`src/hdl/otdc_pkg.sv`:
```
package otdc_pkg;

  localparam int unsigned KeyW   = 3;
  localparam int unsigned EdgeW  = 1;
  localparam int unsigned OppW   = 5;
  localparam int unsigned TimeW  = 32;
  localparam int unsigned SpeedW = 11;
  localparam int unsigned CfgW   = 16;
  localparam int unsigned DurW   = 9;

  typedef enum logic [KeyW-1:0] {
    KEY_NONE     = 3'd0,
    KEY_ARM      = 3'd1,
    KEY_FIGHT    = 3'd2,
    KEY_STOP     = 3'd3,
    KEY_EDGE_OFF = 3'd4
  } otdc_key_e;

  localparam int unsigned OppSl = 0;
  localparam int unsigned OppFl = 1;
  localparam int unsigned OppC  = 2;
  localparam int unsigned OppFr = 3;
  localparam int unsigned OppSr = 4;

  localparam logic [CfgW-1:0] SearchTurnRst = 16'd500;

  localparam logic [DurW-1:0] ReactShortMs = 9'd200;
  localparam logic [DurW-1:0] ReactLongMs  = 9'd300;

  typedef logic signed [SpeedW-1:0] otdc_speed_t;

  localparam otdc_speed_t SpdZero     = 11'sd0;
  localparam otdc_speed_t SpdFull     = 11'sd1000;
  localparam otdc_speed_t SpdCenter   = 11'sd800;
  localparam otdc_speed_t SpdVeerHi   = 11'sd600;
  localparam otdc_speed_t SpdVeerLo   = 11'sd300;
  localparam otdc_speed_t SpdPivot    = 11'sd500;
  localparam otdc_speed_t SpdSearch   = 11'sd400;
  localparam otdc_speed_t SpdSearchNg = -11'sd400;
  localparam otdc_speed_t SpdRevBoth  = -11'sd500;
  localparam otdc_speed_t SpdRevHard  = -11'sd700;
  localparam otdc_speed_t SpdRevSoft  = -11'sd250;

  typedef struct packed {
    logic [KeyW-1:0]  remote_key;
    logic             edge_right;
    logic             edge_left;
    logic [OppW-1:0]  opponent_seen;
    logic [TimeW-1:0] now_ms;
  } otdc_req_t;

  typedef struct packed {
    otdc_speed_t motor_right;
    otdc_speed_t motor_left;
    logic        drive_issued;
    logic        flag_raised;
    logic        arm_indicator;
  } otdc_rsp_t;

endpackage

```
`src/hdl/otdc_if.sv`:
```
interface otdc_req_if;
  logic                            valid;
  logic                            ready;
  logic [otdc_pkg::KeyW-1:0]       remote_key;
  logic                            edge_right;
  logic                            edge_left;
  logic [otdc_pkg::OppW-1:0]       opponent_seen;
  logic [otdc_pkg::TimeW-1:0]      now_ms;

  modport source (output valid, remote_key, edge_right, edge_left, opponent_seen, now_ms,
                  input ready);
  modport sink   (input valid, remote_key, edge_right, edge_left, opponent_seen, now_ms,
                  output ready);
endinterface

interface otdc_rsp_if;
  logic                             valid;
  logic                             ready;
  logic signed [otdc_pkg::SpeedW-1:0] motor_right;
  logic signed [otdc_pkg::SpeedW-1:0] motor_left;
  logic                             drive_issued;
  logic                             flag_raised;
  logic                             arm_indicator;

  modport source (output valid, motor_right, motor_left, drive_issued, flag_raised,
                  arm_indicator, input ready);
  modport sink   (input valid, motor_right, motor_left, drive_issued, flag_raised,
                  arm_indicator, output ready);
endinterface

```
`src/hdl/opponent_tracking_drive_controller_unit.sv`:
```
// Drive controller for an opponent-tracking robot. Every accepted request is one
// control pass and yields exactly one response. Throughput is one request per
// clock while not stalled. The pass logic is a key filter, an edge-reaction
// timer, the opponent priority decode and a search-turn timer, each timer one
// 32-bit subtract and compare. Requests pass the input register, the pass logic
// and the response register; the response register may hold a finished response
// while the input register already holds the next request. A stalled response
// stalls the pass. search_turn_q is written through cfg_we_i/cfg_wdata_i, reset 500 ms.
module opponent_tracking_drive_controller_unit (
  input  logic                      clk_i,
  input  logic                      rst_ni,
  input  logic                      cfg_we_i,
  input  logic [otdc_pkg::CfgW-1:0] cfg_wdata_i,
  otdc_req_if.sink                  req_i,
  otdc_rsp_if.source                rsp_o
);
  import otdc_pkg::*;

  logic      s1_valid_q;
  otdc_req_t s1_req_q;
  logic      out_valid_q;
  otdc_rsp_t out_rsp_q;
  otdc_rsp_t pass_rsp;
  logic      advance;
  logic      accept;
  logic      step;

  assign advance     = !out_valid_q || rsp_o.ready;
  assign req_i.ready = !s1_valid_q || advance;
  assign accept      = req_i.valid && req_i.ready;
  assign step        = s1_valid_q && advance;

  always_ff @(posedge clk_i or negedge rst_ni) begin
    if (!rst_ni) begin
      s1_valid_q <= 1'b0;
    end else if (accept) begin
      s1_valid_q <= 1'b1;
    end else if (advance) begin
      s1_valid_q <= 1'b0;
    end
  end

  always_ff @(posedge clk_i) begin
    if (accept) begin
      s1_req_q.remote_key    <= req_i.remote_key;
      s1_req_q.edge_right    <= req_i.edge_right;
      s1_req_q.edge_left     <= req_i.edge_left;
      s1_req_q.opponent_seen <= req_i.opponent_seen;
      s1_req_q.now_ms        <= req_i.now_ms;
    end
  end

  otdc_pass u_pass (
    .clk_i       (clk_i),
    .rst_ni      (rst_ni),
    .cfg_we_i    (cfg_we_i),
    .cfg_wdata_i (cfg_wdata_i),
    .step_i      (step),
    .req_i       (s1_req_q),
    .rsp_o       (pass_rsp)
  );

  always_ff @(posedge clk_i or negedge rst_ni) begin
    if (!rst_ni) begin
      out_valid_q <= 1'b0;
    end else if (advance) begin
      out_valid_q <= s1_valid_q;
    end
  end

  always_ff @(posedge clk_i) begin
    if (step) begin
      out_rsp_q <= pass_rsp;
    end
  end

  assign rsp_o.valid         = out_valid_q;
  assign rsp_o.motor_right   = out_rsp_q.motor_right;
  assign rsp_o.motor_left    = out_rsp_q.motor_left;
  assign rsp_o.drive_issued  = out_rsp_q.drive_issued;
  assign rsp_o.flag_raised   = out_rsp_q.flag_raised;
  assign rsp_o.arm_indicator = out_rsp_q.arm_indicator;

endmodule

```
`src/hdl/otdc_pass.sv`:
```
module otdc_pass (
  input  logic                      clk_i,
  input  logic                      rst_ni,
  input  logic                      cfg_we_i,
  input  logic [otdc_pkg::CfgW-1:0] cfg_wdata_i,
  input  logic                      step_i,
  input  otdc_pkg::otdc_req_t       req_i,
  output otdc_pkg::otdc_rsp_t       rsp_o
);
  import otdc_pkg::*;

  logic [CfgW-1:0]  search_turn_q;
  otdc_key_e        rem_key_q, rem_key_d;
  logic             flag_q, flag_d;
  logic             edge_on_q, edge_on_d;
  logic             reacting_q, reacting_d;
  logic [TimeW-1:0] react_start_q, react_start_d;
  logic             turning_q, turning_d;
  logic [TimeW-1:0] turn_start_q, turn_start_d;
  logic [OppW-1:0]  last_seen_q, last_seen_d;
  otdc_speed_t      right_q, right_d;
  otdc_speed_t      left_q, left_d;

  otdc_key_e        raw_key;
  otdc_key_e        key;
  logic [DurW-1:0]  react_dur;
  logic [TimeW-1:0] react_elapsed;
  logic [TimeW-1:0] turn_elapsed;
  logic [OppW-1:0]  opp;
  logic             er, el;

  always_comb begin
    opp           = req_i.opponent_seen;
    er            = req_i.edge_right;
    el            = req_i.edge_left;
    raw_key       = (req_i.remote_key > KEY_EDGE_OFF) ? KEY_NONE
                                                      : otdc_key_e'(req_i.remote_key);
    if (rem_key_q == KEY_FIGHT && raw_key != KEY_STOP) begin
      key = KEY_FIGHT;
    end else if (rem_key_q == KEY_STOP) begin
      key = KEY_STOP;
    end else begin
      key = raw_key;
    end

    rem_key_d     = key;
    flag_d        = flag_q;
    edge_on_d     = edge_on_q;
    reacting_d    = reacting_q;
    react_start_d = react_start_q;
    turning_d     = turning_q;
    turn_start_d  = turn_start_q;
    last_seen_d   = last_seen_q;
    right_d       = right_q;
    left_d        = left_q;
    react_dur     = ReactShortMs;
    react_elapsed = '0;
    turn_elapsed  = '0;
    rsp_o         = '0;

    unique case (key)
      KEY_NONE: begin
      end
      KEY_ARM: begin
        rsp_o.arm_indicator = 1'b1;
      end
      KEY_FIGHT: begin
        flag_d             = 1'b1;
        rsp_o.drive_issued = 1'b1;
        // edge reaction
        if (edge_on_q) begin
          if (!reacting_q && (er || el)) begin
            reacting_d    = 1'b1;
            react_start_d = req_i.now_ms;
          end
          if (reacting_d) begin
            if (er && el) begin
              react_dur = ReactShortMs;
              right_d   = SpdRevBoth;
              left_d    = SpdRevBoth;
            end else if (er) begin
              react_dur = ReactLongMs;
              right_d   = SpdRevHard;
              left_d    = SpdRevSoft;
            end else if (el) begin
              react_dur = ReactLongMs;
              right_d   = SpdRevSoft;
              left_d    = SpdRevBoth;
            end else begin
              react_dur = ReactShortMs;
              right_d   = SpdSearchNg;
              left_d    = SpdSearchNg;
            end
            react_elapsed = req_i.now_ms - react_start_d;
            if (react_elapsed >= TimeW'(react_dur)) begin
              reacting_d = 1'b0;
            end
          end
        end
        // opponent tracking and search
        if (reacting_d) begin
          turning_d = 1'b0;
        end else if (opp != '0) begin
          turning_d   = 1'b0;
          last_seen_d = opp;
          if (opp[OppFl] && opp[OppC]) begin
            right_d = SpdFull;
            left_d  = SpdFull;
          end else if (opp[OppC] && opp[OppFr]) begin
            right_d = SpdFull;
            left_d  = SpdFull;
          end else if (opp[OppSl] && opp[OppFl]) begin
            right_d = SpdVeerLo;
            left_d  = SpdVeerHi;
          end else if (opp[OppFr] && opp[OppSr]) begin
            right_d = SpdVeerHi;
            left_d  = SpdVeerLo;
          end else if (opp[OppSl]) begin
            right_d = SpdZero;
            left_d  = SpdPivot;
          end else if (opp[OppSr]) begin
            right_d = SpdPivot;
            left_d  = SpdZero;
          end else if (opp[OppC]) begin
            right_d = SpdCenter;
            left_d  = SpdCenter;
          end
        end else begin
          turning_d = 1'b1;
          if (!turning_q) begin
            turn_start_d = req_i.now_ms;
          end
          turn_elapsed = req_i.now_ms - turn_start_d;
          if (turn_elapsed >= TimeW'(search_turn_q)) begin
            turning_d   = 1'b0;
            last_seen_d = '0;
            right_d     = SpdSearch;
            left_d      = SpdSearch;
          end else if (last_seen_q[OppSl] || last_seen_q[OppFl]) begin
            right_d = SpdSearch;
            left_d  = SpdZero;
          end else if (last_seen_q[OppFr] || last_seen_q[OppSr]) begin
            right_d = SpdZero;
            left_d  = SpdSearch;
          end else begin
            right_d = SpdSearch;
            left_d  = SpdSearchNg;
          end
        end
        rsp_o.motor_right = right_d;
        rsp_o.motor_left  = left_d;
      end
      KEY_STOP: begin
        rsp_o.drive_issued = 1'b1;
        flag_d             = 1'b0;
      end
      KEY_EDGE_OFF: begin
        edge_on_d = 1'b0;
      end
      default: begin
      end
    endcase

    rsp_o.flag_raised = flag_d;
  end

  always_ff @(posedge clk_i or negedge rst_ni) begin
    if (!rst_ni) begin
      search_turn_q <= SearchTurnRst;
    end else if (cfg_we_i) begin
      search_turn_q <= cfg_wdata_i;
    end
  end

  always_ff @(posedge clk_i or negedge rst_ni) begin
    if (!rst_ni) begin
      rem_key_q     <= KEY_NONE;
      flag_q        <= 1'b0;
      edge_on_q     <= 1'b1;
      reacting_q    <= 1'b0;
      react_start_q <= '0;
      turning_q     <= 1'b0;
      turn_start_q  <= '0;
      last_seen_q   <= '0;
      right_q       <= SpdZero;
      left_q        <= SpdZero;
    end else if (step_i) begin
      rem_key_q     <= rem_key_d;
      flag_q        <= flag_d;
      edge_on_q     <= edge_on_d;
      reacting_q    <= reacting_d;
      react_start_q <= react_start_d;
      turning_q     <= turning_d;
      turn_start_q  <= turn_start_d;
      last_seen_q   <= last_seen_d;
      right_q       <= right_d;
      left_q        <= left_d;
    end
  end

endmodule

```
`src/flat_wrapper.sv`:
```
// flat-port wrapper written by rule: the top's interface ports become plain ports
module opponent_tracking_drive_controller_unit_flat import otdc_pkg::*;
  (clk_i, rst_ni, cfg_we_i, cfg_wdata_i, req_i_valid, req_i_remote_key, req_i_edge_right, req_i_edge_left, req_i_opponent_seen, req_i_now_ms, req_i_ready, rsp_o_valid, rsp_o_motor_right, rsp_o_motor_left, rsp_o_drive_issued, rsp_o_flag_raised, rsp_o_arm_indicator, rsp_o_ready);
  otdc_req_if req_i_i ();
  otdc_rsp_if rsp_o_i ();
  input  logic clk_i;
  input  logic rst_ni;
  input  logic cfg_we_i;
  input  logic [otdc_pkg::CfgW-1:0] cfg_wdata_i;
  input wire logic [$bits(req_i_i.valid)-1:0] req_i_valid;
  input wire logic [$bits(req_i_i.remote_key)-1:0] req_i_remote_key;
  input wire logic [$bits(req_i_i.edge_right)-1:0] req_i_edge_right;
  input wire logic [$bits(req_i_i.edge_left)-1:0] req_i_edge_left;
  input wire logic [$bits(req_i_i.opponent_seen)-1:0] req_i_opponent_seen;
  input wire logic [$bits(req_i_i.now_ms)-1:0] req_i_now_ms;
  output wire logic [$bits(req_i_i.ready)-1:0] req_i_ready;
  output wire logic [$bits(rsp_o_i.valid)-1:0] rsp_o_valid;
  output wire logic [$bits(rsp_o_i.motor_right)-1:0] rsp_o_motor_right;
  output wire logic [$bits(rsp_o_i.motor_left)-1:0] rsp_o_motor_left;
  output wire logic [$bits(rsp_o_i.drive_issued)-1:0] rsp_o_drive_issued;
  output wire logic [$bits(rsp_o_i.flag_raised)-1:0] rsp_o_flag_raised;
  output wire logic [$bits(rsp_o_i.arm_indicator)-1:0] rsp_o_arm_indicator;
  input wire logic [$bits(rsp_o_i.ready)-1:0] rsp_o_ready;
  assign req_i_i.valid = req_i_valid;
  assign req_i_i.remote_key = req_i_remote_key;
  assign req_i_i.edge_right = req_i_edge_right;
  assign req_i_i.edge_left = req_i_edge_left;
  assign req_i_i.opponent_seen = req_i_opponent_seen;
  assign req_i_i.now_ms = req_i_now_ms;
  assign req_i_ready = req_i_i.ready;
  assign rsp_o_valid = rsp_o_i.valid;
  assign rsp_o_motor_right = rsp_o_i.motor_right;
  assign rsp_o_motor_left = rsp_o_i.motor_left;
  assign rsp_o_drive_issued = rsp_o_i.drive_issued;
  assign rsp_o_flag_raised = rsp_o_i.flag_raised;
  assign rsp_o_arm_indicator = rsp_o_i.arm_indicator;
  assign rsp_o_i.ready = rsp_o_ready;
  opponent_tracking_drive_controller_unit u_core (.clk_i(clk_i), .rst_ni(rst_ni), .cfg_we_i(cfg_we_i), .cfg_wdata_i(cfg_wdata_i), .req_i(req_i_i), .rsp_o(rsp_o_i));
endmodule
```
`config.mk`:
```
export PLATFORM = sky130hd
export DESIGN_NAME = opponent_tracking_drive_controller_unit_flat
export DESIGN_NICKNAME = d
export VERILOG_FILES = /design/src/hdl/otdc_pkg.sv /design/src/hdl/otdc_if.sv /design/src/hdl/opponent_tracking_drive_controller_unit.sv /design/src/hdl/otdc_pass.sv /design/src/flat_wrapper.sv
export SDC_FILE = /design/constraint.sdc
export NUM_CORES = 1
export LEC_CHECK = 0
export ABC_CLOCK_PERIOD_IN_PS = 10600
export BUFFER_PORTS_ARGS = -buffer_cell sky130_fd_sc_hd__clkbuf_2
export CAP_MARGIN = 20
export CORE_MARGIN = 5
export CORE_UTILIZATION = 55
export DETAILED_ROUTE_END_ITERATION = 12
export PLACE_DENSITY = 0.79
export SLEW_MARGIN = 0
export SYNTH_ARGS = -nofsm -noshare
export SYNTH_HDL_FRONTEND = slang
export SYNTH_SLANG_ARGS = --single-unit
```
`constraint.sdc`:
```
create_clock -name clk_i -period 10.6 [get_ports clk_i]
set_input_delay 0.53 -clock clk_i [delete_from_list [all_inputs] [get_ports clk_i]]
set_output_delay 0.53 -clock clk_i [all_outputs]
set_load 0.02 [all_outputs]
```
==> impl_metrics.ini <==
[place]
dp_hpwl_mm = 27.0
gp_congestion = 0.944
numPortBuffers = 89

[floorplan]
num_rows = 57
io_pins = 90
core-area_um2 = 24300
dieWidth_um = 167
dieArea_um2 = 27900
start_util_pct = 55.7
die_h_um = 167

[setup_path]
cp_max_fo = 61
rr_endpoint = u_core.rsp_o.motor_right[0]$_SDFFCE_PN0P_
r2r_cells = 24
end_kind = flip-flop
start_kind = flip-flop
cp.arrival_ns = 6.82
r2r_setup_slack_ns = 4.04
required_ns = 10.86
critical_path_class = flip-flop to flip-flop
reg2reg_from = u_core.s1_req_q[37]$_DFFE_PP_

[detailed_routing]
finalWirelength_mm = 37.2
avgRoutedWirePerCell_um = 19.5
dr.pass1.iters = 6
drc = 0
final_antenna_net_count = 0
num_vias = 12400
vias_per_cell = 6.51
drt_iter0_drc = 1534

[grt]
grt_usage_pct = 26.3
use_met2_pct = 40.7
grt_pass1_vias = 11800
grt.busiest_layer = met2
gr-total-overflow = 0
grt.met3_usage_pct = 4.50
grt_max_degree = 80
grt_pass1_wl_mm = 61.1
use_met1_pct = 37.1
antenna_found_initial = 0

[cells_and_area]
fin_nets = 1715
drive_gt1_share_pct = 12.2
diodes = 0
syn_to_final_growth_pct = 8.91

[pwr]
power_density_nw_per_um2 = 162
p_leak_nw = 6.08
power_mw = 2.40
peakVddDrop_v = 0.000111

[cts]
cts_setup_buffers = 0
cts_tree = yes
cts_resized = 0
cts-htree-levels = 4
cts_buffers = 17
cts_sinks = 182
holdBufCountCts = 0
clockBufferDepth = 2
cts_root_buf = clkbuf_16
clock_latency_ns = 0.44
clk_pin_slew_ns = 0.07

[timing]
worst_pin_slew_ns = 1.01
final-setup-viol-count = 0
timing.fmax_mhz = 152
period_minus_slack_ns = 6.56
hold_ws_ns = 0.0425
finClkSkew_ns = 0.0135
slew_headroom_pct = 32.4
fin_crit_sh_pct = 61.9
slew_viol_final = 0
hold_viol = 0
fin_tns_setup_ns = 0
rsz0062_at_grt = false

[synthesis]
syn_inst = 1540
synth_largest_area_cell = dfrtp_1
synth.avg_cell_area_um2 = 8.79
yosysWarningCount = 0
ys.flop_type = dfrtp_1
synth.most_common_cell = nand2_1
synth_area_um2 = 13500
yosys-top-cells-area = dfrtp_1 (20%), edfxtp_1 (15%), ha_1 (7.5%), a21oi_1 (4.7%), mux2i_1 (4.4%)
yosysUniqueCellTypes = 96
synth_seq_area_share_pct = 36.2
ys_seq_elements = 182
ys_async_sr_fraction_pct = 63.2
syn_nets = 1686
synth-edff-count = 67
synth_common_cells = nand2_1 (134), a21oi_1 (127), nor2_1 (112)
yosysTopAreaCellShare_pct = 20.0

[worst_hold_path]
min_path_type = input port to async pin

[flow_run]
max-cap-violations = 0

[run_status]
outcome = complete, no violations
-- cells in the final DEF (no fill, tap or decap), types with 8 or more instances in the layout --
master / instances
nor4_1: 12
or3_1: 8
edfxtp_1: 67
o21ai_0: 96
xnor2_1: 23
o21bai_1: 13
nand3_1: 37
mux2_2: 14
a21o_1: 34
mux2i_1: 60
clkbuf_2: 89
o31ai_1: 9
nand4_1: 27
a211oi_1: 21
o22ai_1: 10
o211ai_1: 11
nor2_1: 109
xor2_1: 23
clkbuf_16: 17
inv_1: 58
o21a_1: 20
dfrtp_1: 107
a22oi_1: 10
buf_4: 16
nor3_1: 45
a21oi_1: 127
a31oi_1: 83
nor2b_1: 20
nand2b_1: 14
ha_1: 81
o31a_1: 9
nand2_1: 134
and2_1: 8
-- how the worst max path moves through the flow --
stage | cells past startpoint | from | slack, ns | endpoint
detailed placement | 24 | u_core.s1_req_q[37]$_DFFE_PP_ | 4.10 | u_core.rsp_o.motor_right[0]$_SDFFCE_PN0P_
floorplan | 27 | u_core.s1_req_q[37]$_DFFE_PP_ | 4.61 | u_core.rsp_o.motor_left[10]$_SDFFCE_PN0P_
CTS | 24 | u_core.s1_req_q[37]$_DFFE_PP_ | 4.05 | u_core.rsp_o.motor_right[0]$_SDFFCE_PN0P_
global placement | 24 | u_core.s1_req_q[37]$_DFFE_PP_ | 4.39 | u_core.rsp_o.motor_right[1]$_SDFFCE_PN0P_
finish | 24 | u_core.s1_req_q[37]$_DFFE_PP_ | 4.04 | u_core.rsp_o.motor_right[0]$_SDFFCE_PN0P_
global route | 24 | u_core.s1_req_q[37]$_DFFE_PP_ | 3.45 | u_core.rsp_o.motor_right[0]$_SDFFCE_PN0P_
-- cell type report --
type | instances | area (µm²)
clock buffers | 19 | 443
clock inverters | 13 | 121
flip-flops and latches | 182 | 4900
inverters | 58 | 218
repair buffers | 107 | 613
fillers | 2078 | 9570
multi-input cells | 1203 | 8050
well taps | 324 | 405
-- metal layers --
metal / share of wire [%] / up-vias / routed length, µm
met5: 0 / - / 0
met2: 46 / 611 / 17000
met3: 7.8 / 83 / 2910
met4: 2.9 / 0 / 1080
met1: 44 / 5842 / 16200
li1: - / 5867 / -
-- sequential cells by signal, summed over array words and instances, names as in the netlist, 3 cells and up --
name                         cells
u_core.rsp_o.motor_left         11
u_core.rsp_o.motor_right        11
u_core.s1_req_q                 42
u_core.u_pass.last_seen_q        4
u_core.u_pass.left_q            11
u_core.u_pass.react_start_q     32
u_core.u_pass.rem_key_q          3
u_core.u_pass.right_q           11
u_core.u_pass.search_turn_q     16
u_core.u_pass.turn_start_q      32
-- power breakdown --
| group | switching [mW] | internal (mW) |
|---|---|---|
| Combinational | 0.528 | 0.334 |
| Sequential | 0.0731 | 0.834 |
| Clock | 0.293 | 0.334 |
-- critical path, stage by stage, from the launching register on --
cell and delay (ns):
edfxtp_1 0.42, inv_1 0.13, ha_1 0.44, or2_1 0.17, buf_4 0.34, o21ai_0 0.17, ha_1 0.26, fa_1 0.47
nor3_1 0.34, nor4_4 0.10, o311a_1 0.46, xnor2_1 0.16, ha_1 0.31, and4_1 0.21, o21ai_0 0.07, a21oi_1 0.05
o311a_1 0.16, nor4_1 0.25, o2111ai_1 0.17, a2111oi_0 0.39, and4b_1 0.30, nand3_2 0.06, buf_4 0.31, and2_1 0.35
nor3_1 0.25
-- through the flow --
stage	area, µm²	setup WS [ns]	std cells	utilization, %
2_1_floorplan	13500	4.61	1540	-
3_3_place_gp	14100	4.39	1871	58.1
3_5_place_dp	14100	4.10	1871	58.1
4_1_cts	14700	4.05	1903	60.4
5_1_grt	14700	3.45	1906	60.6
6_report	14700	4.04	1906	60.6
-- cells by family (layout without fill, tap and decap cells) --
| kind of cell | count (synthesis) | count (layout) | share of synthesized area [%] |
|---|---|---|---|
| xor+xnor | 46 | 46 | 2.97 |
| buf+inv | 155 | 197 | 4.51 |
| compound gates | 533 | 533 | 25.9 |
| simple gates | 464 | 464 | 16.8 |
| flops | 182 | 182 | 36.2 |
| mux | 75 | 75 | 5.68 |
| fa+ha+maj | 85 | 85 | 7.93 |
No activity file was read; power rests on OpenSTA's default activity.
